[src/rtl/uesc2u8_pkg.sv]
// uesc2u8_pkg: constants, types and the hex digit decoder shared by the
// Unicode escape to UTF-8 core. Depends on nothing.
package uesc2u8_pkg;

  localparam int HELD_DEPTH = 9;

  typedef logic [7:0] char_t;
  typedef logic [3:0] cnt_t;

  typedef struct packed {
    logic       ok;
    logic [3:0] val;
  } hex_t;

  localparam char_t CH_BSLASH = 8'h5C;
  localparam char_t CH_LOW_U  = 8'h75;
  localparam char_t CH_UP_U   = 8'h55;
  localparam char_t CH_ZERO   = 8'h30;
  localparam char_t CH_NINE   = 8'h39;
  localparam char_t CH_LOW_A  = 8'h61;
  localparam char_t CH_LOW_F  = 8'h66;
  localparam char_t CH_UP_A   = 8'h41;
  localparam char_t CH_UP_F   = 8'h46;

  localparam logic [3:0] HEX_LETTER_OFS = 4'd9;

  // held count at which the incoming digit completes the escape
  localparam cnt_t HC_DONE_SHORT = 4'd5;
  localparam cnt_t HC_DONE_LONG  = 4'd9;

  localparam logic [31:0] CP_MAX_1B     = 32'h0000_007F;
  localparam logic [31:0] CP_MAX_2B     = 32'h0000_07FF;
  localparam logic [31:0] CP_MAX_3B     = 32'h0000_FFFF;
  localparam logic [31:0] CP_SURR_BELOW = 32'h0000_D7FF;
  localparam logic [31:0] CP_SURR_END   = 32'h0000_E000;
  localparam logic [31:0] CP_MAX        = 32'h0010_FFFF;

  localparam char_t LEAD_1B   = 8'h00;
  localparam char_t LEAD_2B   = 8'hC0;
  localparam char_t LEAD_3B   = 8'hE0;
  localparam char_t LEAD_4B   = 8'hF0;
  localparam char_t CONT_MARK = 8'h80;
  localparam char_t CONT_MASK = 8'h3F;

  localparam logic [2:0] NB_1 = 3'd1;
  localparam logic [2:0] NB_2 = 3'd2;
  localparam logic [2:0] NB_3 = 3'd3;
  localparam logic [2:0] NB_4 = 3'd4;

  function automatic hex_t hex_decode(input char_t c);
    hex_t h;
    h.ok  = 1'b1;
    h.val = '0;
    if (c >= CH_ZERO && c <= CH_NINE) begin
      h.val = c[3:0];
    end else if ((c >= CH_LOW_A && c <= CH_LOW_F) || (c >= CH_UP_A && c <= CH_UP_F)) begin
      h.val = c[3:0] + HEX_LETTER_OFS;
    end else begin
      h.ok = 1'b0;
    end
    return h;
  endfunction

endpackage

[src/rtl/unicode_escape_to_utf8_core.sv]
// unicode_escape_to_utf8_core: streaming \uXXXX / \UXXXXXXXX decoder that
// emits UTF-8 or literal bytes through one byte sequencer and shifter.
// Depends on uesc2u8_pkg.
//
//   channel | ports                          | direction
//   --------+--------------------------------+----------
//   input   | in_valid in_ready in_char in_last      | in
//   result  | out_valid out_ready out_byte out_last  | out
//
// An item yields N bytes (0 to 10): after the accept cycle, the sequencer
// moves one byte per cycle into the output register while not stalled.
// in_ready is high only while the sequencer is idle.
// A stall on out_ready freezes the sequencer; the output register holds.
// rst_n is synchronous and active low; the held escape bytes have no reset.
module unicode_escape_to_utf8_core
  import uesc2u8_pkg::*;
(
  input  logic  clk,
  input  logic  rst_n,
  input  logic  in_valid,
  output logic  in_ready,
  input  char_t in_char,
  input  logic  in_last,
  output logic  out_valid,
  input  logic  out_ready,
  output char_t out_byte,
  output logic  out_last
);

  localparam logic [1:0] ST_IDLE = 2'd0;
  localparam logic [1:0] ST_A    = 2'd1;
  localparam logic [1:0] ST_B    = 2'd2;
  localparam logic [1:0] ST_C    = 2'd3;

  logic [1:0]  st_r, st_nxt;
  cnt_t        hc_r, hc_nxt;
  logic        lf_r, lf_nxt;
  logic [31:0] cp_r, cp_nxt;
  char_t       held_r [HELD_DEPTH];
  char_t       c_r, c_nxt;
  logic        last_r, last_nxt;
  cnt_t        a_cnt_r, a_cnt_nxt;
  logic [2:0]  b_cnt_r, b_cnt_nxt;
  logic        b_lit_r, b_lit_nxt;
  logic [2:0]  nb_r, nb_nxt;
  cnt_t        c_cnt_r, c_cnt_nxt;
  cnt_t        idx_r, idx_nxt;
  logic [20:0] enc_r, enc_nxt;
  logic        out_valid_r, out_valid_nxt;
  char_t       out_byte_r, out_byte_nxt;
  logic        out_last_r, out_last_nxt;

  logic        wr_en;
  cnt_t        wr_idx;
  logic        rd_held;
  logic        accept;
  logic        load;
  hex_t        hx;
  logic [31:0] cpn;
  logic        cp_bad;
  logic [2:0]  nb_calc;
  logic [1:0]  pos;
  logic [4:0]  shamt;
  logic [20:0] shifted;
  char_t       lead;
  char_t       enc_byte;

  assign accept    = in_valid && in_ready;
  assign load      = !out_valid_r || out_ready;
  assign in_ready  = (st_r == ST_IDLE);
  assign out_valid = out_valid_r;
  assign out_byte  = out_byte_r;
  assign out_last  = out_last_r;

  assign hx     = hex_decode(in_char);
  assign cpn    = {cp_r[27:0], hx.val};
  assign cp_bad = (cpn > CP_SURR_BELOW && cpn < CP_SURR_END) || cpn > CP_MAX;

  always_comb begin
    if (cpn <= CP_MAX_1B) nb_calc = NB_1;
    else if (cpn <= CP_MAX_2B) nb_calc = NB_2;
    else if (cpn <= CP_MAX_3B) nb_calc = NB_3;
    else nb_calc = NB_4;
  end

  // shared shifter: slice out the 6-bit group for the current UTF-8 byte
  assign pos     = 2'(b_cnt_r - 3'd1);
  assign shamt   = 5'({pos, 2'b00}) + 5'({pos, 1'b0});
  assign shifted = enc_r >> shamt;

  always_comb begin
    unique case (nb_r)
      NB_1:    lead = LEAD_1B;
      NB_2:    lead = LEAD_2B;
      NB_3:    lead = LEAD_3B;
      default: lead = LEAD_4B;
    endcase
  end

  assign enc_byte = (b_cnt_r == nb_r) ? (lead | shifted[7:0])
                                      : (CONT_MARK | (shifted[7:0] & CONT_MASK));

  always_comb begin
    st_nxt        = st_r;
    hc_nxt        = hc_r;
    lf_nxt        = lf_r;
    cp_nxt        = cp_r;
    c_nxt         = c_r;
    last_nxt      = last_r;
    a_cnt_nxt     = a_cnt_r;
    b_cnt_nxt     = b_cnt_r;
    b_lit_nxt     = b_lit_r;
    nb_nxt        = nb_r;
    c_cnt_nxt     = c_cnt_r;
    idx_nxt       = idx_r;
    enc_nxt       = enc_r;
    out_valid_nxt = out_valid_r;
    out_byte_nxt  = out_byte_r;
    out_last_nxt  = out_last_r;
    wr_en         = 1'b0;
    wr_idx        = '0;
    rd_held       = 1'b0;

    unique case (st_r)
      ST_IDLE: begin
        if (out_valid_r && out_ready) begin
          out_valid_nxt = 1'b0;
        end
        if (accept) begin
          c_nxt     = in_char;
          last_nxt  = in_last;
          a_cnt_nxt = '0;
          b_cnt_nxt = '0;
          b_lit_nxt = 1'b1;
          nb_nxt    = NB_1;
          c_cnt_nxt = '0;
          idx_nxt   = '0;
          if (hc_r == 4'd0 || (hc_r == 4'd1 && in_char != CH_LOW_U && in_char != CH_UP_U)
              || (hc_r >= 4'd2 && !hx.ok)) begin
            // emit any held bytes as literal text, then treat the byte as fresh text
            a_cnt_nxt = hc_r;
            hc_nxt    = '0;
            lf_nxt    = 1'b0;
            cp_nxt    = '0;
            if (in_char == CH_BSLASH) begin
              hc_nxt = 4'd1;
              wr_en  = 1'b1;
              wr_idx = '0;
            end else begin
              b_cnt_nxt = 3'd1;
            end
          end else if (hc_r == 4'd1) begin
            lf_nxt = (in_char == CH_UP_U);
            hc_nxt = 4'd2;
            wr_en  = 1'b1;
            wr_idx = hc_r;
          end else if (hc_r >= (lf_r ? HC_DONE_LONG : HC_DONE_SHORT)) begin
            hc_nxt = '0;
            lf_nxt = 1'b0;
            cp_nxt = '0;
            if (cp_bad) begin
              a_cnt_nxt = hc_r;
              b_cnt_nxt = 3'd1;
            end else begin
              b_lit_nxt = 1'b0;
              b_cnt_nxt = nb_calc;
              nb_nxt    = nb_calc;
              enc_nxt   = cpn[20:0];
            end
          end else begin
            cp_nxt = cpn;
            hc_nxt = hc_r + 4'd1;
            wr_en  = 1'b1;
            wr_idx = hc_r;
          end

          if (in_last) begin
            c_cnt_nxt = hc_nxt;
            hc_nxt    = '0;
            lf_nxt    = 1'b0;
            cp_nxt    = '0;
          end

          if (a_cnt_nxt != 4'd0) st_nxt = ST_A;
          else if (b_cnt_nxt != 3'd0) st_nxt = ST_B;
          else if (c_cnt_nxt != 4'd0) st_nxt = ST_C;
          else st_nxt = ST_IDLE;
        end
      end

      ST_A: begin
        if (load) begin
          out_valid_nxt = 1'b1;
          rd_held       = 1'b1;
          out_last_nxt  = last_r && (idx_r == 4'(a_cnt_r - 4'd1))
                          && b_cnt_r == 3'd0 && c_cnt_r == 4'd0;
          if (idx_r == 4'(a_cnt_r - 4'd1)) begin
            idx_nxt = '0;
            if (b_cnt_r != 3'd0) st_nxt = ST_B;
            else if (c_cnt_r != 4'd0) st_nxt = ST_C;
            else st_nxt = ST_IDLE;
          end else begin
            idx_nxt = idx_r + 4'd1;
          end
        end
      end

      ST_B: begin
        if (load) begin
          out_valid_nxt = 1'b1;
          out_byte_nxt  = b_lit_r ? c_r : enc_byte;
          out_last_nxt  = last_r && b_cnt_r == 3'd1 && c_cnt_r == 4'd0;
          b_cnt_nxt     = b_cnt_r - 3'd1;
          if (b_cnt_r == 3'd1) begin
            idx_nxt = '0;
            st_nxt  = (c_cnt_r != 4'd0) ? ST_C : ST_IDLE;
          end
        end
      end

      ST_C: begin
        if (load) begin
          out_valid_nxt = 1'b1;
          rd_held       = 1'b1;
          out_last_nxt  = last_r && (idx_r == 4'(c_cnt_r - 4'd1));
          if (idx_r == 4'(c_cnt_r - 4'd1)) begin
            idx_nxt = '0;
            st_nxt  = ST_IDLE;
          end else begin
            idx_nxt = idx_r + 4'd1;
          end
        end
      end

      default: begin
        st_nxt = ST_IDLE;
      end
    endcase
  end

  always_ff @(posedge clk) begin
    if (!rst_n) begin
      st_r        <= ST_IDLE;
      hc_r        <= '0;
      lf_r        <= 1'b0;
      cp_r        <= '0;
      a_cnt_r     <= '0;
      b_cnt_r     <= '0;
      c_cnt_r     <= '0;
      idx_r       <= '0;
      out_valid_r <= 1'b0;
    end else begin
      st_r        <= st_nxt;
      hc_r        <= hc_nxt;
      lf_r        <= lf_nxt;
      cp_r        <= cp_nxt;
      a_cnt_r     <= a_cnt_nxt;
      b_cnt_r     <= b_cnt_nxt;
      c_cnt_r     <= c_cnt_nxt;
      idx_r       <= idx_nxt;
      out_valid_r <= out_valid_nxt;
    end
  end

  always_ff @(posedge clk) begin
    c_r        <= c_nxt;
    last_r     <= last_nxt;
    b_lit_r    <= b_lit_nxt;
    nb_r       <= nb_nxt;
    enc_r      <= enc_nxt;
    out_last_r <= out_last_nxt;
    if (rd_held) begin
      out_byte_r <= held_r[idx_r];
    end else begin
      out_byte_r <= out_byte_nxt;
    end
    if (wr_en) begin
      held_r[wr_idx] <= in_char;
    end
  end

  a_hc_bound: assert property (@(posedge clk) disable iff (!rst_n)
    hc_r <= 4'(HELD_DEPTH))
    else $error("held count beyond held store depth");

  a_last_clears: assert property (@(posedge clk) disable iff (!rst_n)
    accept && in_last |=> hc_r == 4'd0 && cp_r == 32'd0 && !lf_r)
    else $error("escape state not cleared at end of text");

  a_lf_held: assert property (@(posedge clk) disable iff (!rst_n)
    lf_r |-> hc_r >= 4'd2)
    else $error("long form set without a held 'U'");

  a_cp_idle: assert property (@(posedge clk) disable iff (!rst_n)
    hc_r < 4'd2 |-> cp_r == 32'd0)
    else $error("code point gathered with no digits held");

  a_enc_len: assert property (@(posedge clk) disable iff (!rst_n)
    st_r == ST_B |-> b_cnt_r != 3'd0 && b_cnt_r <= nb_r)
    else $error("encoder byte count out of range");

endmodule

[config.mk]
export PLATFORM = sky130hd
export DESIGN_NAME = unicode_escape_to_utf8_core
export DESIGN_NICKNAME = d
export VERILOG_FILES = /design/src/rtl/uesc2u8_pkg.sv /design/src/rtl/unicode_escape_to_utf8_core.sv
export SDC_FILE = /design/constraint.sdc
export NUM_CORES = 1
export LEC_CHECK = 0
export ABC_AREA = 1
export BUFFER_PORTS_ARGS = -buffer_cell sky130_fd_sc_hd__buf_2
export CORE_UTILIZATION = 50
export DETAILED_ROUTE_END_ITERATION = 6
export GPL_ROUTABILITY_DRIVEN = 0
export HOLD_SLACK_MARGIN = 0.03
export PLACE_DENSITY = 0.66
export SYNTH_ARGS = -nofsm -noshare
export SYNTH_HDL_FRONTEND = slang
export SYNTH_SLANG_ARGS = --single-unit
[constraint.sdc]
create_clock -name clk -period 4.8 [get_ports clk]
set_input_delay 0.48 -clock clk [delete_from_list [all_inputs] [get_ports clk]]
set_output_delay 0.48 -clock clk [all_outputs]
set_load 0.02 [all_outputs]
### Yosys cells after proc, flatten, opt, wreduce, memory -nomap -nowiden

Memories as Yosys holds them, arrays and structs flattened. A register that Yosys moved wholly into a read port is not among the register bits.
Cells that the tools add are included.

| word-level totals | value |
|---|---|
| bits in registers | 94 |
| bits in latches | 0 |
| RAM bits | 72 |
| ROM bits | 0 |
| output and inout port bits | 11 |
| word-level logic and storage cells | 210 |
| memories kept | 1 |

Memories:

| memory | words | bits a word | read ports | clocked after Yosys merged registers in | wr ports | RTL line | RTL |
|---|---|---|---|---|---|---|---|
| held_r | 9 | 8 | 1 | 1 | 1 | unicode_escape_to_utf8_core.sv:39 | `char_t held_r [HELD_DEPTH];` |

| operators by class | value |
|---|---|
| add/subtract/negate cells | 7 |
| multiply operators | 0 |
| divide/modulo/power cells | 0 |
| $lt $le $gt $ge | 14 |
| equal/unequal tests | 25 |
| shifts and indexed selects | 1 |
| mux-type cells | 92 |
| bitwise logic cells | 5 |
| reduce and logical (&&, ||, !) cells | 49 |

Operator list:

| kind | count |
|---|---|
| two-way mux 4 bit | 30 |
| two-way mux 28 bit | 4 |
| two-way mux 8 bit | 5 |
| two-way mux 3 bit | 11 |
| > comparator 32 x 16 -> 1 bit (second input constant) | 1 |
| > comparator 32 x 21 -> 1 bit (second input constant) | 1 |
| less-or-equal comparator 32 x 11 -> 1 bit (second input constant) | 1 |
| less-or-equal comparator 32 x 16 -> 1 bit (second input constant) | 1 |
| less-or-equal comparator 32 x 7 -> 1 bit (second input constant) | 1 |
| less-than comparator 32 x 16 -> 1 bit (second input constant) | 1 |
| two-way mux 1 bit | 24 |
| two-way mux 2 bit | 12 |
| one-hot mux 8 bit (3 select lines) | 1 |
| right shift 21 x 5 -> 8 bit | 1 |
| equality test 8 x 7 -> 1 bit (second input constant) | 2 |
| >= comparator 8 x 7 -> 1 bit (second input constant) | 2 |
| less-or-equal comparator 8 x 7 -> 1 bit (second input constant) | 2 |
| != test 8 x 7 -> 1 bit (second input constant) | 2 |
| one-hot mux 4 bit (4 select lines) | 1 |
| nonzero test 4 bit | 4 |
| logical AND 1 bit | 15 |
| != test 2 bit (second input constant) | 6 |
| AND reduction 3 bit | 3 |
| nonzero test 3 bit | 3 |
| other kinds (37) | 59 |

### Longest topological paths before layout

Gate-level depths: netlist of the first run.

| depth | value |
|---|---|
| word-level depth | 20 |
| depth in mapped cells | 14 |

### Worst setup path before layout of the first run

OpenSTA, ideal clock, no wires.

| path | value |
|---|---|
| path type | register -> register |
| start point | register hc_r[0] |
| end point | register enc_r[0] (enable) |
| library setup time | 399 ps |
| arrival time | 2527 ps |
| data required time | 4401 ps |
| slack | 1874 ps |
| cell stages (with the launch flop) | 12 |
| buffers on the path | 0 |
| clock period less this slack | 2926 ps |
| cell sequence | dfxtp_1 -> inv_1 -> ha_1 -> inv_1 -> nand3_1 -> nand3_1 -> nand2_1 -> inv_1 -> nand4_1 -> inv_1 -> nand3_1 -> nor2_1 |

| on the way | value |
|---|---|
| word-level cells in the longest chain between the ends | 7 |
| elaborated cells on any way between the ends | 12 |
| classes of those cells | order compare (2); eq/ne (1); bitwise (2); reduce/logical (7) |

RTL lines:

| element | RTL line | RTL |
|---|---|---|
| from (decl) | unicode_escape_to_utf8_core.sv:36 | `cnt_t hc_r, hc_nxt;` |
| from (signal assigned) | unicode_escape_to_utf8_core.sv:254 | `hc_r <= hc_nxt;` |
| branches (longest 6 deep; another with >= comparator 4 x 2 -> 1 bit) | - |  |
| AND reduction 6 bit (no source line) * | - |  |
| to (signal assigned) | unicode_escape_to_utf8_core.sv:270 | `enc_r <= enc_nxt;` |
| to (decl) | unicode_escape_to_utf8_core.sv:48 | `logic [20:0] enc_r, enc_nxt;` |

Mark *: on every way between the ends.
A chain may end at the register's enable or synchronous reset.

### Worst setup path after layout of the first run

| path | value |
|---|---|
| start point | register b_cnt_r[0] |
| end point | register out_byte_r[4] (netlist: out_byte[4]) (data pin) |

| on the way | value |
|---|---|
| word-level cells in the longest chain between the ends | 9 |
| elaborated cells on any way between the ends | 10 |
| classes of those cells | add/sub (2); eq/ne (1); shift (1); mux (5); bitwise (1) |

RTL lines:

| element | RTL line | RTL |
|---|---|---|
| from (decl) | unicode_escape_to_utf8_core.sv:43 | `logic [2:0] b_cnt_r, b_cnt_nxt;` |
| from (signal assigned) | unicode_escape_to_utf8_core.sv:258 | `b_cnt_r <= b_cnt_nxt;` |
| subtractor 3 x 1 -> 3 bit | - |  |
| adder 4 x 3 -> 5 bit | unicode_escape_to_utf8_core.sv:88 | `assign shamt = 5'({pos, 2'b00}) + 5'({pos, 1'b0});` |
| right shift 21 x 5 -> 8 bit | unicode_escape_to_utf8_core.sv:89 | `assign shifted = enc_r >> shamt;` |
| OR 8 bit | unicode_escape_to_utf8_core.sv:100 | `assign enc_byte = (b_cnt_r == nb_r) ? (lead \| shifted[7:0])` |
| two-way mux 8 bit * | unicode_escape_to_utf8_core.sv:100 |  |
| two-way mux 8 bit * | unicode_escape_to_utf8_core.sv:211 | `out_byte_nxt = b_lit_r ? c_r : enc_byte;` |
| two-way mux 8 bit * | unicode_escape_to_utf8_core.sv:209 | `if (load) begin` |
| two-way mux 8 bit * | unicode_escape_to_utf8_core.sv:124 | `unique case (st_r)` |
| two-way mux 8 bit * | unicode_escape_to_utf8_core.sv:272 | `if (rd_held) begin` |
| to (signal assigned) | unicode_escape_to_utf8_core.sv:273 | `out_byte_r <= held_r[idx_r];` |
| to (signal assigned) | unicode_escape_to_utf8_core.sv:275 | `out_byte_r <= out_byte_nxt;` |
| to (decl) | unicode_escape_to_utf8_core.sv:50 | `char_t out_byte_r, out_byte_nxt;` |

Mark *: on every way between the ends. The rest lies on a longest branch, timed or not. The select of a mux whose other input is x is not followed.

==> impl_metrics.csv, run 1 <==
group,metric,value,unit
final_layout,stdcell_area,8860,um^2
final_layout,antenna_cells,0,
sta,fmax,303,MHz
grt,grt_start_max_net_pins,38,
logic_synthesis,ys_seq_area_share,56.9,%
setup_path,r2r_end,"out_byte[4]",
detailed_routing,antenna_left,0,
logic_synthesis,synth_xor_area_share,1.64,%
min_path,min_to,"c_cnt_r[3]",
setup_path,crit_type,"register to register",
detailed_routing,wirelength,18.6,mm
floorplanning,floorplan.initialDensity,51.9,%
setup_path,cpPeakStageDelay,0.81,ns
logic_synthesis,synth.area.mux_share,0,%
clock_tree,cts_num_sinks,170,
logic_synthesis,yosys.area.top_type_share,43.1,%
final_layout,post-route-util,57.5,%
pwr,vdd_drop_max,0.259,mV
pwr,combPwrFrac,26.9,%
sta,tns,0,ns
final_layout,fillers,1373,
place,hpwl,12.9,mm
sta,worstMarginPinSlew,1.15,ns
setup_path,rr_worst_depth,10,
clock_tree,path_clk_slew,0.07,ns
grt,antenna_found_initial,0,
grt,grt_pass1_wl,29.7,mm
status,outcome,"finished clean",
logic_synthesis,synth_adder_area_share,2.81,%
setup_path,cpLargestDelayFamily,"flip-flops",
grt,grt.overflow.total,0,
flow_run,drv_cap,0,
grt,grt_usage,23.9,%
detailed_routing,vias,6219,
logic_synthesis,synth_top_family_by_area,"simple AND/OR/NAND/NOR gates",
sta,period_minus_slack,3.30,ns
setup_path,path_common_cell,"nor2_1",
pwr,p_switching,1.53,mW
logic_synthesis,synth_area_leaders,"edfxtp_1 43%, dfxtp_1 14%, nand2_1 9.7%",
clock_tree,cts_root_buf,"clkbuf_16",
sta,rsz0062_at_grt,"no",
clock_tree,ctsLongestPathBuffers,2,
detailed_routing,drt_iter0_drc,732,
logic_synthesis,yosysMostFrequentCell,"nand2_1",
logic_synthesis,synth-compound-area-share,12.2,%
detailed_routing,dr.pass1.iters,5,
logic_synthesis,syn_nets,921,
sta,period_share,68.8,%
setup_path,worstPathCellList,"inv_1 -> ha_1 -> nor2_1 -> nor2_1 -> buf_4 -> nor3_1 -> a31oi_1 -> o311ai_1 -> o21ai_0 -> o21ai_1",
sta,slew_viol_final,0,
final_layout,drive_above_1_share,8.38,%
setup_path,critPathCaptureType,"register",
pwr,power.density,487,nW/um^2
final_layout,nets,937,
grt,grt_pass1_vias,5641,
sta,skew,0.0139,ns
logic_synthesis,syn_area,8010,um^2
detailed_routing,viasPerCell,5.50,
logic_synthesis,yosys.area.top_type,"edfxtp_1",
pwr,swShare,35.4,%
logic_synthesis,synth_top_cells_by_count,"208 x nand2_1, 115 x edfxtp_1, 98 x nor2_1",
clock_tree,cts.repair.resized,0,
floorplanning,ios,24,
floorplanning,die_w,129,um
logic_synthesis,synthFlopType,"edfxtp_1",
sta,slew_headroom,23.1,%
setup_path,reg2reg_slack,1.50,ns
floorplanning,fp.coreArea,15400,um^2
floorplanning,rows,45,
logic_synthesis,synth_warnings,0,
sta,final-hold-violation-count,0,
pwr,p_int,2.79,mW
logic_synthesis,ys_seq_elements,170,
clock_tree,tritoncts,"done",
place,postPlaceCellArea,8300,um^2
setup_path,critical_path_arrival,3.57,ns
clock_tree,cts.htree.levels,4,
final_layout,fin_cells,1130,
min_path,hold_path.startpoint,"in_last",
logic_synthesis,avgSynthCellArea,9.00,um^2
setup_path,crit_start,"b_cnt_r[0]",
floorplanning,die_h,129,um
setup_path,cp-start-kind,"register",
setup_path,worstPathRequired,5.07,ns
logic_synthesis,postSynthCellCount,890,
detailed_routing,remaining_drc_errors,0,
logic_synthesis,yosys.area_share.simple,21.4,%
clock_tree,clk_latency,0.42,ns
final_layout,area_growth,10.7,%
place,port_buffers,23,
clock_tree,postCtsHoldBufs,0,
pwr,leakage,3.27,nW
floorplanning,die-area,16500,um^2
pwr,power.share.clock,30.5,%
setup_path,critPathBufInv,2,
setup_path,cp_slowest_cell,"dfxtp_1",
setup_path,r2r-start,"b_cnt_r[0]",
detailed_routing,avgRoutedWirePerCell,16.5,um
logic_synthesis,synth_cell_types,41,
min_path,hp-class,"input pin to register",
clock_tree,cts_setup_buffers,0,
setup_path,worstPathMaxFanout,25,
logic_synthesis,async_flop_share,0,%
min_path,min_path_cells,3,
place,place_inst,1098,
pwr,p_seq_share,42.6,%
logic_synthesis,synth-edff-count,115,
sta,setup_viol,0,
clock_tree,cts_buffers,17,
==> worst max path at each step <==
stage / to / slack [ns] / cells after the start
4_1_cts: out_byte[4] / 1.52 / 10
5_1_grt: out_byte[0] / 1.12 / 10
2_1_floorplan: enc_r[0] / 1.87 / 11
3_5_place_dp: out_byte[4] / 1.53 / 10
3_3_place_gp: out_byte[4] / 1.59 / 10
6_report: out_byte[4] / 1.50 / 10
==> kinds of logic after synthesis <==
| group | after synthesis |
|---|---|
| buffers and inverters | 102 |
| flip-flops | 170 |
| adder cells (fa/ha/maj) | 18 |
| AND/OR/NAND/NOR | 404 |
| XOR/XNOR | 15 |
| AO/OA/AOI/OAI | 181 |
==> cell type report <==
| cell class | instances | area [um^2] | share of cell area (%) |
|---|---|---|---|
| inverter | 69 | 259 | 2.92 |
| multi-input combinational | 618 | 3050 | 34.4 |
| sequential | 170 | 4550 | 51.4 |
| tap | 211 | 264 | 2.98 |
| timing repair buffer | 30 | 168 | 1.89 |
| clock inverter | 14 | 140 | 1.58 |
| clock buffer | 18 | 429 | 4.84 |
==> worst min-delay path, stage by stage <==
cell and delay [ns]:
buf_2 0.17, nand2_1 0.09, a21oi_1 0.05
==> sequential cells by signal (all words and copies together) (netlist names), named ones only <==
register,count
held_r,72
cp_r,28
enc_r,21
c_r,8
out_byte,8
a_cnt_r,4
c_cnt_r,4
hc_r,4
idx_r,4
b_cnt_r,3
nb_r,3
st_r,2
b_lit_r,1
last_r,1
lf_r,1
out_last,1
out_valid,1
==> per-layer routing <==
| metal | vias up | track usage (%) | part of all wire (%) |
|---|---|---|---|
| met2 | 201 | 36.8 | 46 |
| met5 | - | 0 | 0 |
| met1 | 2929 | 34.7 | 48 |
| met3 | 12 | 4.49 | 5.2 |
| li1 | 3077 | - | - |
| met4 | 0 | 6.37 | 0.67 |
==> power groups by stage <==
stage	clock, mW	sequential, mW	combinational, mW
after floorplan	0	1.86	0.821
after global placement	0	1.87	1.14
after detailed placement	0	1.87	1.16
after CTS	1.33	1.84	1.16
after global routing	1.39	1.86	1.30
final	1.32	1.84	1.16
==> placed cells by master (no fill, tap or decap), types with 7 or more instances in the layout <==
| cell | instances |
|---|---|
| a21oi_1 | 73 |
| buf_2 | 23 |
| buf_4 | 7 |
| clkbuf_16 | 17 |
| dfxtp_1 | 55 |
| edfxtp_1 | 115 |
| ha_1 | 18 |
| inv_1 | 61 |
| inv_2 | 8 |
| nand2_1 | 208 |
| nand3_1 | 68 |
| nor2_1 | 98 |
| nor3_1 | 10 |
| o21ai_0 | 66 |
| o22ai_1 | 18 |
| xnor2_1 | 10 |
==> per-stage QoR <==
stage                     total power [mW]  worst slack (ns)  hold WS (ns)
final                                 4.32              1.50         0.416
after CTS                             4.33              1.52         0.403
after global routing                  4.56              1.12         0.406
after floorplan                       2.68              1.87         0.431
after detailed placement              3.02              1.53         0.449
after global placement                3.01              1.59         0.449
No activity file was read; power rests on OpenSTA's default activity.
==> run 2: changes to the inputs <==
- PLACE_DENSITY: 0.66 -> 0.69
- clock period: 4.8 -> 2.8 ns (I/O delays scaled with it)
==> impl_metrics.csv, run 2 (synthesis results as in run 1) <==
group,metric,value,unit
place,hpwl,13.7,mm
final_layout,fillers,1397,
setup_path,r2r_end,"held_r[6][5]",
final_layout,nets,963,
clock_tree,clk_latency,0.43,ns
setup_path,critPathCaptureType,"register",
grt,grt_use_met2,40.1,%
clock_tree,cts.htree.levels,4,
grt,busiest_layer,"met2",
clock_tree,cts_num_sinks,170,
final_layout,layout_commonest_cell,"nand2_1",
floorplanning,die-area,16500,um^2
final_layout,regMostFlops,"held_r",
sta,period_minus_slack,2.49,ns
grt,grt.overflow.total,0,
pwr,leakage,3.39,nW
floorplanning,fp.coreArea,15400,um^2
final_layout,largestRegisters,"held_r: 72 flops, cp_r: 28 flops, enc_r: 21 flops",
min_path,min_to,"out_valid",
setup_path,r2r-start,"hc_r[0]",
clock_tree,postCtsHoldBufs,0,
grt,grt_use_met1,32.6,%
sta,skew,0.00806,ns
grt,grt_pass1_wl,30.4,mm
floorplanning,floorplan.initialDensity,51.9,%
sta,worstMarginPinSlew,0.910,ns
place,port_buffers,23,
final_layout,mostFrequentLayoutCells,"208 x nand2_1, 115 x edfxtp_1, 97 x nor2_1, 73 x a21oi_1, 68 x nand3_1",
floorplanning,die_w,129,um
setup_path,cp-start-kind,"register",
sta,rsz0062_at_grt,"no",
clock_tree,tritoncts,"done",
final_layout,antenna_cells,0,
floorplanning,die_h,129,um
floorplanning,ios,24,
sta,fmax,402,MHz
clock_tree,cts_buffers,17,
sta,slew_viol_final,0,
grt,grt_pass1_vias,5882,
setup_path,reg2reg_slack,0.31,ns
clock_tree,cts_root_buf,"clkbuf_16",
sta,slew_headroom,39.3,%
setup_path,cpPeakStageDelay,0.38,ns
sta,setup_viol,0,
detailed_routing,vias,6307,
detailed_routing,wirelength,19.1,mm
clock_tree,ctsLongestPathBuffers,2,
detailed_routing,dr.pass1.iters,5,
sta,period_share,88.9,%
final_layout,fin_cells,1154,
final_layout,area_growth,13.2,%
setup_path,crit_type,"register to register",
detailed_routing,antenna_left,0,
final_layout,largest_reg_flops,72,
setup_path,cp_slowest_cell,"dfxtp_1",
detailed_routing,remaining_drc_errors,0,
min_path,hp-class,"input pin to register",
setup_path,path_common_cell,"nand3_1",
grt,use_met3,4.74,%
flow_run,drv_cap,0,
setup_path,worstPathCellList,"inv_1 -> ha_1 -> nand3b_1 -> nand3_1 -> nand3_1 -> nor2_1 -> nand3_1 -> or2_1 -> nor2_1 -> buf_4",
final_layout,drive_above_1_share,11.0,%
setup_path,worstPathMaxFanout,8,
setup_path,worstPathRequired,2.94,ns
pwr,vdd_drop_max,0.462,mV
place,place_inst,1124,
pwr,power.density,836,nW/um^2
status,outcome,"finished clean",
clock_tree,path_clk_slew,0.07,ns
detailed_routing,viasPerCell,5.47,
sta,tns,0,ns
detailed_routing,drt_iter0_drc,554,
min_path,min_path_cells,4,
grt,grt_usage,24.6,%
grt,antenna_found_initial,0,
grt,grt_start_max_net_pins,38,
floorplanning,rows,45,
setup_path,critical_path_arrival,2.63,ns
min_path,hold_path.startpoint,"out_ready",
setup_path,rr_worst_depth,10,
detailed_routing,avgRoutedWirePerCell,16.6,um
sta,final-hold-violation-count,0,
-- run 2: changes by cell type in the layout (fill, tap and decap cells not counted), sizes merged --
| cell | before | now |
|---|---|---|
| bufinv | 1 | 2 |
| buf | 30 | 56 |
| inv | 74 | 72 |
| clkinvlp | 2 | 4 |
| clkinv | 6 | 3 |
-- run 2: timing repair --
action,CTS,global route
setup buffers,0,0
endpoints found under the setup margin,0,3
gates resized for setup,0,1
endpoints found under the hold margin,0,0
-- run 2: area by class of cell --
cell class	count	area, um^2	share of cell area [%]
clock inverters	12	145	1.60
flip-flops and latches	170	4560	50.2
repair buffers	56	363	4.00
multi-input cells	618	3050	33.7
well taps	211	264	2.91
inverters	69	259	2.86
clock buffers	18	429	4.73
-- run 2: report_power, final --
part,switching (mW),internal [mW],total [mW]
registers,0.192,2.92,3.11
clock network,0.988,1.32,2.30
logic,1.48,0.681,2.16
-- run 2: per-layer routing --
layer | up-vias | routed length (um)
li1 | 3120 | -
met1 | 2955 | 8490
met2 | 196 | 9140
met3 | 36 | 1020
met4 | 0 | 456
met5 | - | 0
-- run 2: worst max-delay path by stage --
stage,startpoint,endpoint,slack [ns],depth (start not counted)
4_1_cts,hc_r[2],held_r[6][5],0.28,9
3_3_place_gp,in_char[1],held_r[6][4],0.29,13
3_5_place_dp,in_char[1],held_r[6][2],0.22,13
2_1_floorplan,hc_r[3],held_r[8][0],0.02,10
6_report,hc_r[0],held_r[6][5],0.31,10
5_1_grt,hc_r[0],held_r[8][3],0.01,11
-- run 2: worst max-delay path, delay by kind of cell, from the launching register on --
family | cells | cell delay (ns)
buffers and inverters | 2 | 0.31
flip-flops | 1 | 0.38
adder cells (fa/ha/maj) | 1 | 0.21
AND/OR/NAND/NOR | 7 | 1.28
-- run 2: metrics by stage --
| step | setup WS (ns) | instance area [um^2] | power (mW) | hold slack (ns) | util (%) |
|---|---|---|---|---|---|
| after floorplan | 0.0151 | 8010 | 4.60 | 0.379 | - |
| after global placement | 0.289 | 8490 | 5.26 | 0.442 | 55.1 |
| after detailed placement | 0.224 | 8490 | 5.28 | 0.449 | 55.1 |
| after CTS | 0.279 | 9070 | 7.57 | 0.185 | 58.8 |
| after global routing | 0.0103 | 9070 | 7.95 | 0.204 | 58.8 |
| final | 0.311 | 9070 | 7.58 | 0.201 | 58.8 |
